[src/hdl/ctcbs_pkg.sv]
// ----------------------------------------------------------------------------
// ctcbs_pkg
// Shared constants and types of the CTC beam search step block.
// ----------------------------------------------------------------------------
package ctcbs_pkg;

  localparam int BEAM_MAX         = 16;
  localparam int SLOT_W           = 4;
  localparam int CNT_W            = 5;
  localparam int CLASS_INDEX_BITS = 16;
  localparam int IN_SCORE_W       = 24;
  localparam int SCORE_W          = 32;
  localparam int CFG_INDEX_W      = 8;

  localparam logic [CFG_INDEX_W-1:0] REG_BEAM_WIDTH  = 8'd0;
  localparam logic [CFG_INDEX_W-1:0] REG_BLANK_INDEX = 8'd1;

  typedef logic signed [SCORE_W-1:0] score_t;
  typedef score_t [BEAM_MAX-1:0]     score_arr_t;

  // Per-slot decisions of one sorted insert.
  typedef struct packed {
    logic [BEAM_MAX-1:0] wr_new;
    logic [BEAM_MAX-1:0] shift;
  } ins_ctl_t;

endpackage

[src/hdl/ctcbs_if.sv]
// ----------------------------------------------------------------------------
// ctcbs interfaces
// Valid/ready channels for class scores, beam results and register writes.
// ----------------------------------------------------------------------------
interface ctcbs_in_if;
  logic               valid;
  logic               ready;
  logic signed [23:0] class_score;
  logic               frame_end;
  logic               utterance_end;
  modport source (output valid, class_score, frame_end, utterance_end, input ready);
  modport sink   (input valid, class_score, frame_end, utterance_end, output ready);
endinterface

interface ctcbs_out_if;
  logic               valid;
  logic               ready;
  logic [3:0]         beam_slot;
  logic [3:0]         parent_slot;
  logic [15:0]        token_index;
  logic               appended;
  logic signed [31:0] beam_score;
  logic               last_of_frame;
  modport source (output valid, beam_slot, parent_slot, token_index, appended, beam_score,
                  last_of_frame, input ready);
  modport sink   (input valid, beam_slot, parent_slot, token_index, appended, beam_score,
                  last_of_frame, output ready);
endinterface

interface ctcbs_cfg_if;
  logic        valid;
  logic        ready;
  logic [7:0]  index;
  logic [31:0] data;
  modport source (output valid, index, data, input ready);
  modport sink   (input valid, index, data, output ready);
endinterface

[src/hdl/ctc_beam_search_step.sv]
// ----------------------------------------------------------------------------
// ctc_beam_search_step
// Non-prefix CTC beam search step with a running top-K class list.
// ----------------------------------------------------------------------------
// Usage: class scores of a frame enter on item_in, one item per class in
// ascending class order. Each is sorted into the top-K class list in the
// cycle it is accepted, so within a frame the block takes one item a cycle.
// The item with frame_end starts the expansion: K*K extensions go through one
// shared adder and one shared sorted-insert unit, each extension taking an add
// step and an insert step, and then the block offers K result items on
// beam_out, best first, with last_of_frame on the K-th. A stalled receiver
// simply holds the result in place; no new item is taken until all K are
// delivered and the beams have been updated. Registers are written
// on cfg (index 0 beam width, index 1 blank index), which is always ready.
// Reset (rst, synchronous) sets width 10, blank 0, zero beam scores, no
// previous tokens, and an empty class list.
// ----------------------------------------------------------------------------
module ctc_beam_search_step (
  input  logic clk,
  input  logic rst,
  ctcbs_in_if.sink    item_in,
  ctcbs_out_if.source beam_out,
  ctcbs_cfg_if.sink   cfg
);
  import ctcbs_pkg::*;

  localparam logic [2:0] ST_IDLE = 3'd0;
  localparam logic [2:0] ST_ADD  = 3'd1;
  localparam logic [2:0] ST_INS  = 3'd2;
  localparam logic [2:0] ST_EMIT = 3'd3;
  localparam logic [2:0] ST_FIN  = 3'd4;

  localparam logic signed [IN_SCORE_W-1:0] IN_MIN = {1'b1, {(IN_SCORE_W-1){1'b0}}};
  localparam logic [CLASS_INDEX_BITS:0] NONE_TOKEN = {1'b1, {CLASS_INDEX_BITS{1'b0}}};

  logic [2:0]                  state;
  logic [CNT_W-1:0]            beam_width;
  logic [CLASS_INDEX_BITS-1:0] blank_index;

  logic signed [SCORE_W-1:0]    beam_scores [BEAM_MAX];
  logic [CLASS_INDEX_BITS:0]    beam_last   [BEAM_MAX];
  logic signed [IN_SCORE_W-1:0] top_scores  [BEAM_MAX];
  logic [CLASS_INDEX_BITS-1:0]  top_idx     [BEAM_MAX];
  logic [CLASS_INDEX_BITS-1:0]  class_counter;

  logic signed [SCORE_W-1:0]   nsc  [BEAM_MAX];
  logic [SLOT_W-1:0]           npar [BEAM_MAX];
  logic [CLASS_INDEX_BITS-1:0] ntok [BEAM_MAX];

  logic [SLOT_W-1:0]         ci, bj, r;
  logic [CNT_W-1:0]          cnt;
  logic                      uend;
  logic signed [SCORE_W-1:0] sum;

  logic [CNT_W-1:0] k;
  logic [CNT_W-1:0] fill_top;
  logic [SLOT_W-1:0] k_last;
  score_arr_t       unit_list;
  score_t           unit_score;
  logic [CNT_W-1:0] unit_fill;
  ins_ctl_t         ctl;
  logic             in_acc;
  logic [SCORE_W:0] wide_sum;

  always_comb begin
    if (beam_width == '0) k = CNT_W'(1);
    else if (beam_width > CNT_W'(BEAM_MAX)) k = CNT_W'(BEAM_MAX);
    else k = beam_width;
  end
  assign k_last = SLOT_W'(k - CNT_W'(1));

  assign fill_top = (class_counter < CLASS_INDEX_BITS'(k)) ? class_counter[CNT_W-1:0] : k;

  assign item_in.ready = (state == ST_IDLE);
  assign in_acc        = item_in.valid && item_in.ready;
  assign cfg.ready     = 1'b1;

  // The insert unit serves the class list at intake and the beam list during expansion.
  always_comb begin
    for (int q = 0; q < BEAM_MAX; q++) begin
      unit_list[q] = (state == ST_INS) ? nsc[q] : SCORE_W'(top_scores[q]);
    end
    unit_score = (state == ST_INS) ? sum : SCORE_W'(item_in.class_score);
    unit_fill  = (state == ST_INS) ? cnt : fill_top;
  end

  ctcbs_insert u_insert (
    .list  (unit_list),
    .score (unit_score),
    .fill  (unit_fill),
    .width (k),
    .ctl   (ctl)
  );

  assign wide_sum = {beam_scores[bj][SCORE_W-1], beam_scores[bj]}
                  + (SCORE_W+1)'(top_scores[ci]);

  always_ff @(posedge clk) begin
    if (rst) begin
      beam_width  <= CNT_W'(10);
      blank_index <= '0;
    end else if (cfg.valid) begin
      if (cfg.index == REG_BEAM_WIDTH) beam_width <= cfg.data[CNT_W-1:0];
      else if (cfg.index == REG_BLANK_INDEX) blank_index <= cfg.data[CLASS_INDEX_BITS-1:0];
    end
  end

  always_ff @(posedge clk) begin
    if (rst) begin
      state         <= ST_IDLE;
      class_counter <= '0;
      ci   <= '0;
      bj   <= '0;
      r    <= '0;
      cnt  <= '0;
      uend <= 1'b0;
      for (int q = 0; q < BEAM_MAX; q++) begin
        beam_scores[q] <= '0;
        beam_last[q]   <= NONE_TOKEN;
        top_scores[q]  <= IN_MIN;
        top_idx[q]     <= '0;
      end
    end else begin
      case (state)
        ST_IDLE: begin
          if (in_acc) begin
            for (int q = 0; q < BEAM_MAX; q++) begin
              if (ctl.wr_new[q]) begin
                top_scores[q] <= item_in.class_score;
                top_idx[q]    <= class_counter;
              end
            end
            for (int q = 1; q < BEAM_MAX; q++) begin
              if (ctl.shift[q]) begin
                top_scores[q] <= top_scores[q-1];
                top_idx[q]    <= top_idx[q-1];
              end
            end
            if (class_counter != '1) class_counter <= class_counter + 1'b1;
            if (item_in.frame_end) begin
              uend  <= item_in.utterance_end;
              ci    <= '0;
              bj    <= '0;
              cnt   <= '0;
              state <= ST_ADD;
            end
          end
        end
        ST_ADD: begin
          if (wide_sum[SCORE_W] != wide_sum[SCORE_W-1])
            sum <= wide_sum[SCORE_W] ? {1'b1, {(SCORE_W-1){1'b0}}}
                                     : {1'b0, {(SCORE_W-1){1'b1}}};
          else
            sum <= wide_sum[SCORE_W-1:0];
          state <= ST_INS;
        end
        ST_INS: begin
          if (cnt < k) cnt <= cnt + 1'b1;
          state <= ST_ADD;
          if (bj == k_last) begin
            bj <= '0;
            if (ci == k_last) begin
              r     <= '0;
              state <= ST_EMIT;
            end else begin
              ci <= ci + 1'b1;
            end
          end else begin
            bj <= bj + 1'b1;
          end
        end
        ST_EMIT: begin
          if (beam_out.ready) begin
            if (r == k_last) state <= ST_FIN;
            else r <= r + 1'b1;
          end
        end
        ST_FIN: begin
          for (int q = 0; q < BEAM_MAX; q++) begin
            if (uend) begin
              beam_scores[q] <= '0;
              beam_last[q]   <= NONE_TOKEN;
            end else if (CNT_W'(q) < k) begin
              beam_scores[q] <= nsc[q];
              beam_last[q]   <= {1'b0, ntok[q]};
            end
            top_scores[q] <= IN_MIN;
            top_idx[q]    <= '0;
          end
          class_counter <= '0;
          state         <= ST_IDLE;
        end
        default: state <= ST_IDLE;
      endcase
    end
  end

  // New-beam list: payload only, filled by the shared insert unit.
  always_ff @(posedge clk) begin
    if (state == ST_INS) begin
      for (int q = 0; q < BEAM_MAX; q++) begin
        if (ctl.wr_new[q]) begin
          nsc[q]  <= sum;
          npar[q] <= bj;
          ntok[q] <= top_idx[ci];
        end
      end
      for (int q = 1; q < BEAM_MAX; q++) begin
        if (ctl.shift[q]) begin
          nsc[q]  <= nsc[q-1];
          npar[q] <= npar[q-1];
          ntok[q] <= ntok[q-1];
        end
      end
    end
  end

  assign beam_out.valid         = (state == ST_EMIT);
  assign beam_out.beam_slot     = r;
  assign beam_out.parent_slot   = npar[r];
  assign beam_out.token_index   = ntok[r];
  assign beam_out.appended      = (ntok[r] != blank_index)
                               && ({1'b0, ntok[r]} != beam_last[npar[r]]);
  assign beam_out.beam_score    = nsc[r];
  assign beam_out.last_of_frame = (r == k_last);

endmodule

[src/hdl/ctcbs_insert.sv]
// ----------------------------------------------------------------------------
// ctcbs_insert
// Sorted-insert decision unit shared by the class list and the beam list.
// ----------------------------------------------------------------------------
module ctcbs_insert (
  input  ctcbs_pkg::score_arr_t       list,
  input  ctcbs_pkg::score_t           score,
  input  logic [ctcbs_pkg::CNT_W-1:0] fill,
  input  logic [ctcbs_pkg::CNT_W-1:0] width,
  output ctcbs_pkg::ins_ctl_t         ctl
);
  import ctcbs_pkg::*;

  logic [BEAM_MAX-1:0] stay;
  logic [BEAM_MAX:0]   prev;

  // Entries that the new score does not beat form a prefix of the list.
  always_comb begin
    prev[0] = 1'b1;
    for (int q = 0; q < BEAM_MAX; q++) begin
      stay[q]       = (CNT_W'(q) < fill) && !(score > list[q]);
      prev[q+1]     = stay[q];
      ctl.wr_new[q] = prev[q] && !stay[q] && (CNT_W'(q) <= fill) && (CNT_W'(q) < width);
      ctl.shift[q]  = (q != 0) && !prev[q] && (CNT_W'(q) <= fill) && (CNT_W'(q) < width);
    end
  end

endmodule
[src/flat_wrapper.sv]
// flat-port wrapper written by rule: the top's interface ports become plain ports
module ctc_beam_search_step_flat import ctcbs_pkg::*;
  (clk, rst, item_in_valid, item_in_class_score, item_in_frame_end, item_in_utterance_end, item_in_ready, beam_out_valid, beam_out_beam_slot, beam_out_parent_slot, beam_out_token_index, beam_out_appended, beam_out_beam_score, beam_out_last_of_frame, beam_out_ready, cfg_valid, cfg_index, cfg_data, cfg_ready);
  ctcbs_in_if item_in_i ();
  ctcbs_out_if beam_out_i ();
  ctcbs_cfg_if cfg_i ();
  input  logic clk;
  input  logic rst;
  input wire logic [$bits(item_in_i.valid)-1:0] item_in_valid;
  input wire logic [$bits(item_in_i.class_score)-1:0] item_in_class_score;
  input wire logic [$bits(item_in_i.frame_end)-1:0] item_in_frame_end;
  input wire logic [$bits(item_in_i.utterance_end)-1:0] item_in_utterance_end;
  output wire logic [$bits(item_in_i.ready)-1:0] item_in_ready;
  output wire logic [$bits(beam_out_i.valid)-1:0] beam_out_valid;
  output wire logic [$bits(beam_out_i.beam_slot)-1:0] beam_out_beam_slot;
  output wire logic [$bits(beam_out_i.parent_slot)-1:0] beam_out_parent_slot;
  output wire logic [$bits(beam_out_i.token_index)-1:0] beam_out_token_index;
  output wire logic [$bits(beam_out_i.appended)-1:0] beam_out_appended;
  output wire logic [$bits(beam_out_i.beam_score)-1:0] beam_out_beam_score;
  output wire logic [$bits(beam_out_i.last_of_frame)-1:0] beam_out_last_of_frame;
  input wire logic [$bits(beam_out_i.ready)-1:0] beam_out_ready;
  input wire logic [$bits(cfg_i.valid)-1:0] cfg_valid;
  input wire logic [$bits(cfg_i.index)-1:0] cfg_index;
  input wire logic [$bits(cfg_i.data)-1:0] cfg_data;
  output wire logic [$bits(cfg_i.ready)-1:0] cfg_ready;
  assign item_in_i.valid = item_in_valid;
  assign item_in_i.class_score = item_in_class_score;
  assign item_in_i.frame_end = item_in_frame_end;
  assign item_in_i.utterance_end = item_in_utterance_end;
  assign item_in_ready = item_in_i.ready;
  assign beam_out_valid = beam_out_i.valid;
  assign beam_out_beam_slot = beam_out_i.beam_slot;
  assign beam_out_parent_slot = beam_out_i.parent_slot;
  assign beam_out_token_index = beam_out_i.token_index;
  assign beam_out_appended = beam_out_i.appended;
  assign beam_out_beam_score = beam_out_i.beam_score;
  assign beam_out_last_of_frame = beam_out_i.last_of_frame;
  assign beam_out_i.ready = beam_out_ready;
  assign cfg_i.valid = cfg_valid;
  assign cfg_i.index = cfg_index;
  assign cfg_i.data = cfg_data;
  assign cfg_ready = cfg_i.ready;
  ctc_beam_search_step u_core (.clk(clk), .rst(rst), .item_in(item_in_i), .beam_out(beam_out_i), .cfg(cfg_i));
endmodule
[config.mk]
export PLATFORM = sky130hd
export DESIGN_NAME = ctc_beam_search_step_flat
export DESIGN_NICKNAME = d
export VERILOG_FILES = /design/src/hdl/ctcbs_pkg.sv /design/src/hdl/ctcbs_if.sv /design/src/hdl/ctc_beam_search_step.sv /design/src/hdl/ctcbs_insert.sv /design/src/flat_wrapper.sv
export SDC_FILE = /design/constraint.sdc
export NUM_CORES = 2
export LEC_CHECK = 0
export BUFFER_PORTS_ARGS = -buffer_cell sky130_fd_sc_hd__buf_2
export CORE_MARGIN = 10
export CORE_UTILIZATION = 30
export CTS_CLUSTER_DIAMETER = 120
export DETAILED_ROUTE_END_ITERATION = 12
export GPL_ROUTABILITY_DRIVEN = 0
export SLEW_MARGIN = 25
export SYNTH_ARGS = -nofsm -noshare
export SYNTH_HDL_FRONTEND = slang
export SYNTH_SLANG_ARGS = --single-unit
export TNS_END_PERCENT = 50
[constraint.sdc]
create_clock -name clk -period 10.7 [get_ports clk]
set_clock_uncertainty 0.05 [all_clocks]
set_input_delay 0.535 -clock clk [delete_from_list [all_inputs] [get_ports clk]]
set_output_delay 0.535 -clock clk [all_outputs]
set_load 0.01 [all_outputs]
==> summary.txt <==
Power and ir drop
  • Leakage power: 52.61 nW
  • Worst vdd ir: 0.0001170 V
  • P per Cell Area: 148.8 nW/um^2
  • Overall power: 22.24 mW

Critical path
  • CP bufs+invs: 4
  • Critical Path Most Common Cell: a21o_1
  • Path type of the worst setup path: reg2reg
  • R2R cell count: 19
  • Slowest-stage cell, CP: and3_4
  • Critical Path AT: 9.40 ns
  • Reg2Reg Capture Point: u_core.npar[1][1]$_DFFE_PP_
  • Worst Path Max Fanout: 56
  • Cell Chain, Critical Path: nor3b_4 > buf_8 > buf_12 > nand2_1 > nand2_1 > ha_1 > a21o_1 > a21o_1 > a21o_1 > a21o_1 > a21o_1 > a211oi_1 > o22ai_1 > a2111oi_0 > buf_4 > mux2i_1 > and3_4 > buf_4 > mux2_1
  • Startpoint type of the worst setup path: register
  • Slowest cell delay on critical path: 1.06 ns
  • Delay-heaviest family, CP: compound AO/OA/AOI/OAI gates
  • CP endpoint kind: register
  • Worst EP required: 11.33 ns
  • R2r setup slk: 1.92 ns
  • Worst R2R Start: u_core.state[1]$_SDFFE_PP0P_

CTS
  • Setup Buffers After CTS: 0
  • Post-CTS Hold Fix Bufs: 33
  • Clock-pin slew of the registers on the worst-case setup and hold paths: 0.06 ns
  • Clock Path Buffers: 4
  • Clock Sinks: 2,358
  • Clock latency on the worst-skew pair: 0.98 ns
  • TritonCTS Buffers: 274
  • Post-cts resize count: 0
  • Clock root buffer: clkbuf_16
  • CTS tree: built
  • H-Tree Depth: 5

Logic synthesis
  • Synth Warn #: 0
  • Async set-reset flop share out of synthesis: 0%
  • Area share of the largest cell type after synthesis: 44.81%
  • Netlist cell types: 100
  • Mapped Area: 131,900 sq um
  • Syn Area/Cell: 13.05 sq um
  • Seq/Total Area, Yosys: 50.73%
  • Top_reg_cell synth: edfxtp_1
  • Area leader, netlist: edfxtp_1
  • Syn Nets: 10,730
  • Post-synth EDFFs: 1,968
  • Gate count of the mapped netlist: 10,100
  • Yosys reg bits: 2,358
  • Ranking of synthesized cells by area: edfxtp_1 45%, mux4_2 11%, dfxtp_1 5.9%, ha_1 5.3%, mux2i_1 4.9%

Global routing
  • Vias in the first global route: 94,090
  • Initial antenna violation count: 88
  • Grt ovf: 0
  • Largest net degree at the start of global routing: 142
  • Total Routing Usage GR: 24.82%
  • First-pass GRT wire length: 807.8 mm

Timing
  • Fin crit share: 82.05%
  • Max transition margin: 12.08%
  • Final Hold Viols: 0
  • Slew @ Worst Pin: 1.308 ns
  • Setup_tns: 0 ns
  • Setup ws final: 1.921 ns
  • WHS: 0.04947 ns
  • Crit path time final: 8.779 ns
  • RSZ-0062 raised after global routing: no
  • Fmax: 113.9 MHz
  • Number of setup violations in the final report: 0
  • Fin. max-slew vios: 0

Cells and area
  • Fin area: 149,400 sq um
  • Layout area overhead: 13.31%
  • Commonest non-fill, non-tap cell in the layout: edfxtp_1
  • Final Util: 34.11%
  • Layout Nets: 10,630
  • Layout cell share with drive strength beyond 1: 18.24%
  • Post-Layout Cell Count: 16,170
  • Commonest cells after routing, fill and taps aside: 1,968 x edfxtp_1, 650 x mux2i_1, 620 x mux4_2, 579 x and2_1, 572 x a21oi_1

Route
  • Post-route ant nets: 0
  • Pre-antenna DRT Iters: 9
  • Vias: 101,900
  • Routed WL: 606.1 mm
  • Routed wire length per instance: 37.48 microns
  • Via-to-Cell Ratio: 6.301
  • Post-route DRC: 0
  • Initial detailed-routing violation count: 18,460

Placement
  • HPWL Detailed: 386.6 mm
  • Placed inst area: 140,200 sq um
  • Setup Slack @ Placement: 2.480 ns
  • Cell total after placement: 15,570
  • Port Buf Inserts: 114

Run
  • Max Cap Violations: 0

Floorplan
  • Core area: 438,100 sq um
  • Chip Height: 683.0 microns
  • Die width: 683.0 microns
  • Die Area: 466,500 sq um
  • Site Rows: 243
  • Initial core utilization: 30.10%
  • Io pins: 132

Hold path
  • Hold Path Stages: 3
  • Worst Hold End: u_core.top_scores[12][6]$_SDFFE_PP0P_
  • Hold Crit Class: in2reg
  • Hold path startpoint: item_in_class_score[6]

Outcome
  • Status: finished, final reports clean
==> report_power, final <==
group | switching [mW] | internal (mW)
clock network | 4.19 | 5.30
logic | 1.63 | 0.804
registers | 0.174 | 10.1
total | 5.99 | 16.2
==> cell type report <==
class                      count  area (sq um)
multi-input combinational   6838         62290
clock inverter               141          1324
inverter                      59         236.5
clock buffer                 355          7378
fill                       42680        288700
antenna                       73         182.7
timing repair buffer         467          3717
sequential                  2358         66950
tap                         5880          7357
==> registers in the layout, indices dropped and copies added (netlist names), named ones only <==
| signal | flops |
|---|---|
| u_core.beam_last | 272 |
| u_core.beam_out.beam_slot | 4 |
| u_core.beam_scores | 512 |
| u_core.beam_width | 5 |
| u_core.bj | 4 |
| u_core.blank_index | 16 |
| u_core.ci | 4 |
| u_core.class_counter | 16 |
| u_core.cnt | 5 |
| u_core.npar | 64 |
| u_core.nsc | 512 |
| u_core.ntok | 256 |
| u_core.state | 3 |
| u_core.sum | 32 |
| u_core.top_idx | 256 |
| u_core.top_scores | 384 |
| u_core.uend | 1 |
==> synthesized netlist by cell type (all sizes together) (52+ instances only) <==
master  number
o31ai       59
nor3        61
a221oi      53
buf        276
a211oi      80
and3       276
nor2b       54
a21o       178
edfxtp    1968
nor2       413
and2       621
nand2      492
dfxtp      390
a22o        87
nand3      132
a21oi      578
mux2i      652
mux4       620
o21ai      273
xnor2       52
nand4      116
a22oi      110
inv         58
mux2       804
o22ai       54
ha         558
clkbuf     571
o21a        74
==> layer usage <==
layer | GRT usage, % | vias up | part of all wire [%]
met5 | 0.3638 | - | 0.050
li1 | - | 39280 | -
met4 | 16.84 | 32 | 7.8
met1 | 31.26 | 51330 | 35
met2 | 35.71 | 9117 | 42
met3 | 8.650 | 2139 | 15
==> logic make-up after synthesis <==
logic type               synth area share [%]
flip-flops                              50.73
AND/OR/NAND/NOR                         9.171
multiplexers                            22.41
AO/OA/AOI/OAI                           8.971
buffers and inverters                   2.786
adder cells (fa/ha/maj)                 5.362
XOR/XNOR                               0.5645
other                                0.002844
==> tightest hold or removal path, delay by kind of cell <==
kind	cells	cell delay, ns
buf+inv	1	0.22
compound gates	1	0.07
mux	1	0.17
==> how the worst max path moves through the flow <==
| stage | from | endpoint | slack [ns] | depth (start not counted) |
|---|---|---|---|---|
| 2_1_floorplan | u_core.state[2]$_SDFFE_PP0P_ | u_core.npar[12][0]$_DFFE_PP_ | 1.10 | 18 |
| 3_3_place_gp | u_core.state[1]$_SDFFE_PP0P_ | u_core.nsc[1][21]$_DFFE_PP_ | 2.17 | 18 |
| 3_5_place_dp | u_core.state[1]$_SDFFE_PP0P_ | u_core.nsc[1][27]$_DFFE_PP_ | 2.48 | 19 |
| 4_1_cts | u_core.state[1]$_SDFFE_PP0P_ | u_core.npar[1][1]$_DFFE_PP_ | 2.45 | 19 |
| 5_1_grt | u_core.state[1]$_SDFFE_PP0P_ | u_core.npar[1][1]$_DFFE_PP_ | 1.95 | 19 |
| 6_report | u_core.state[1]$_SDFFE_PP0P_ | u_core.npar[1][1]$_DFFE_PP_ | 1.92 | 19 |
Note: power is estimated with default switching activity, not from simulation.
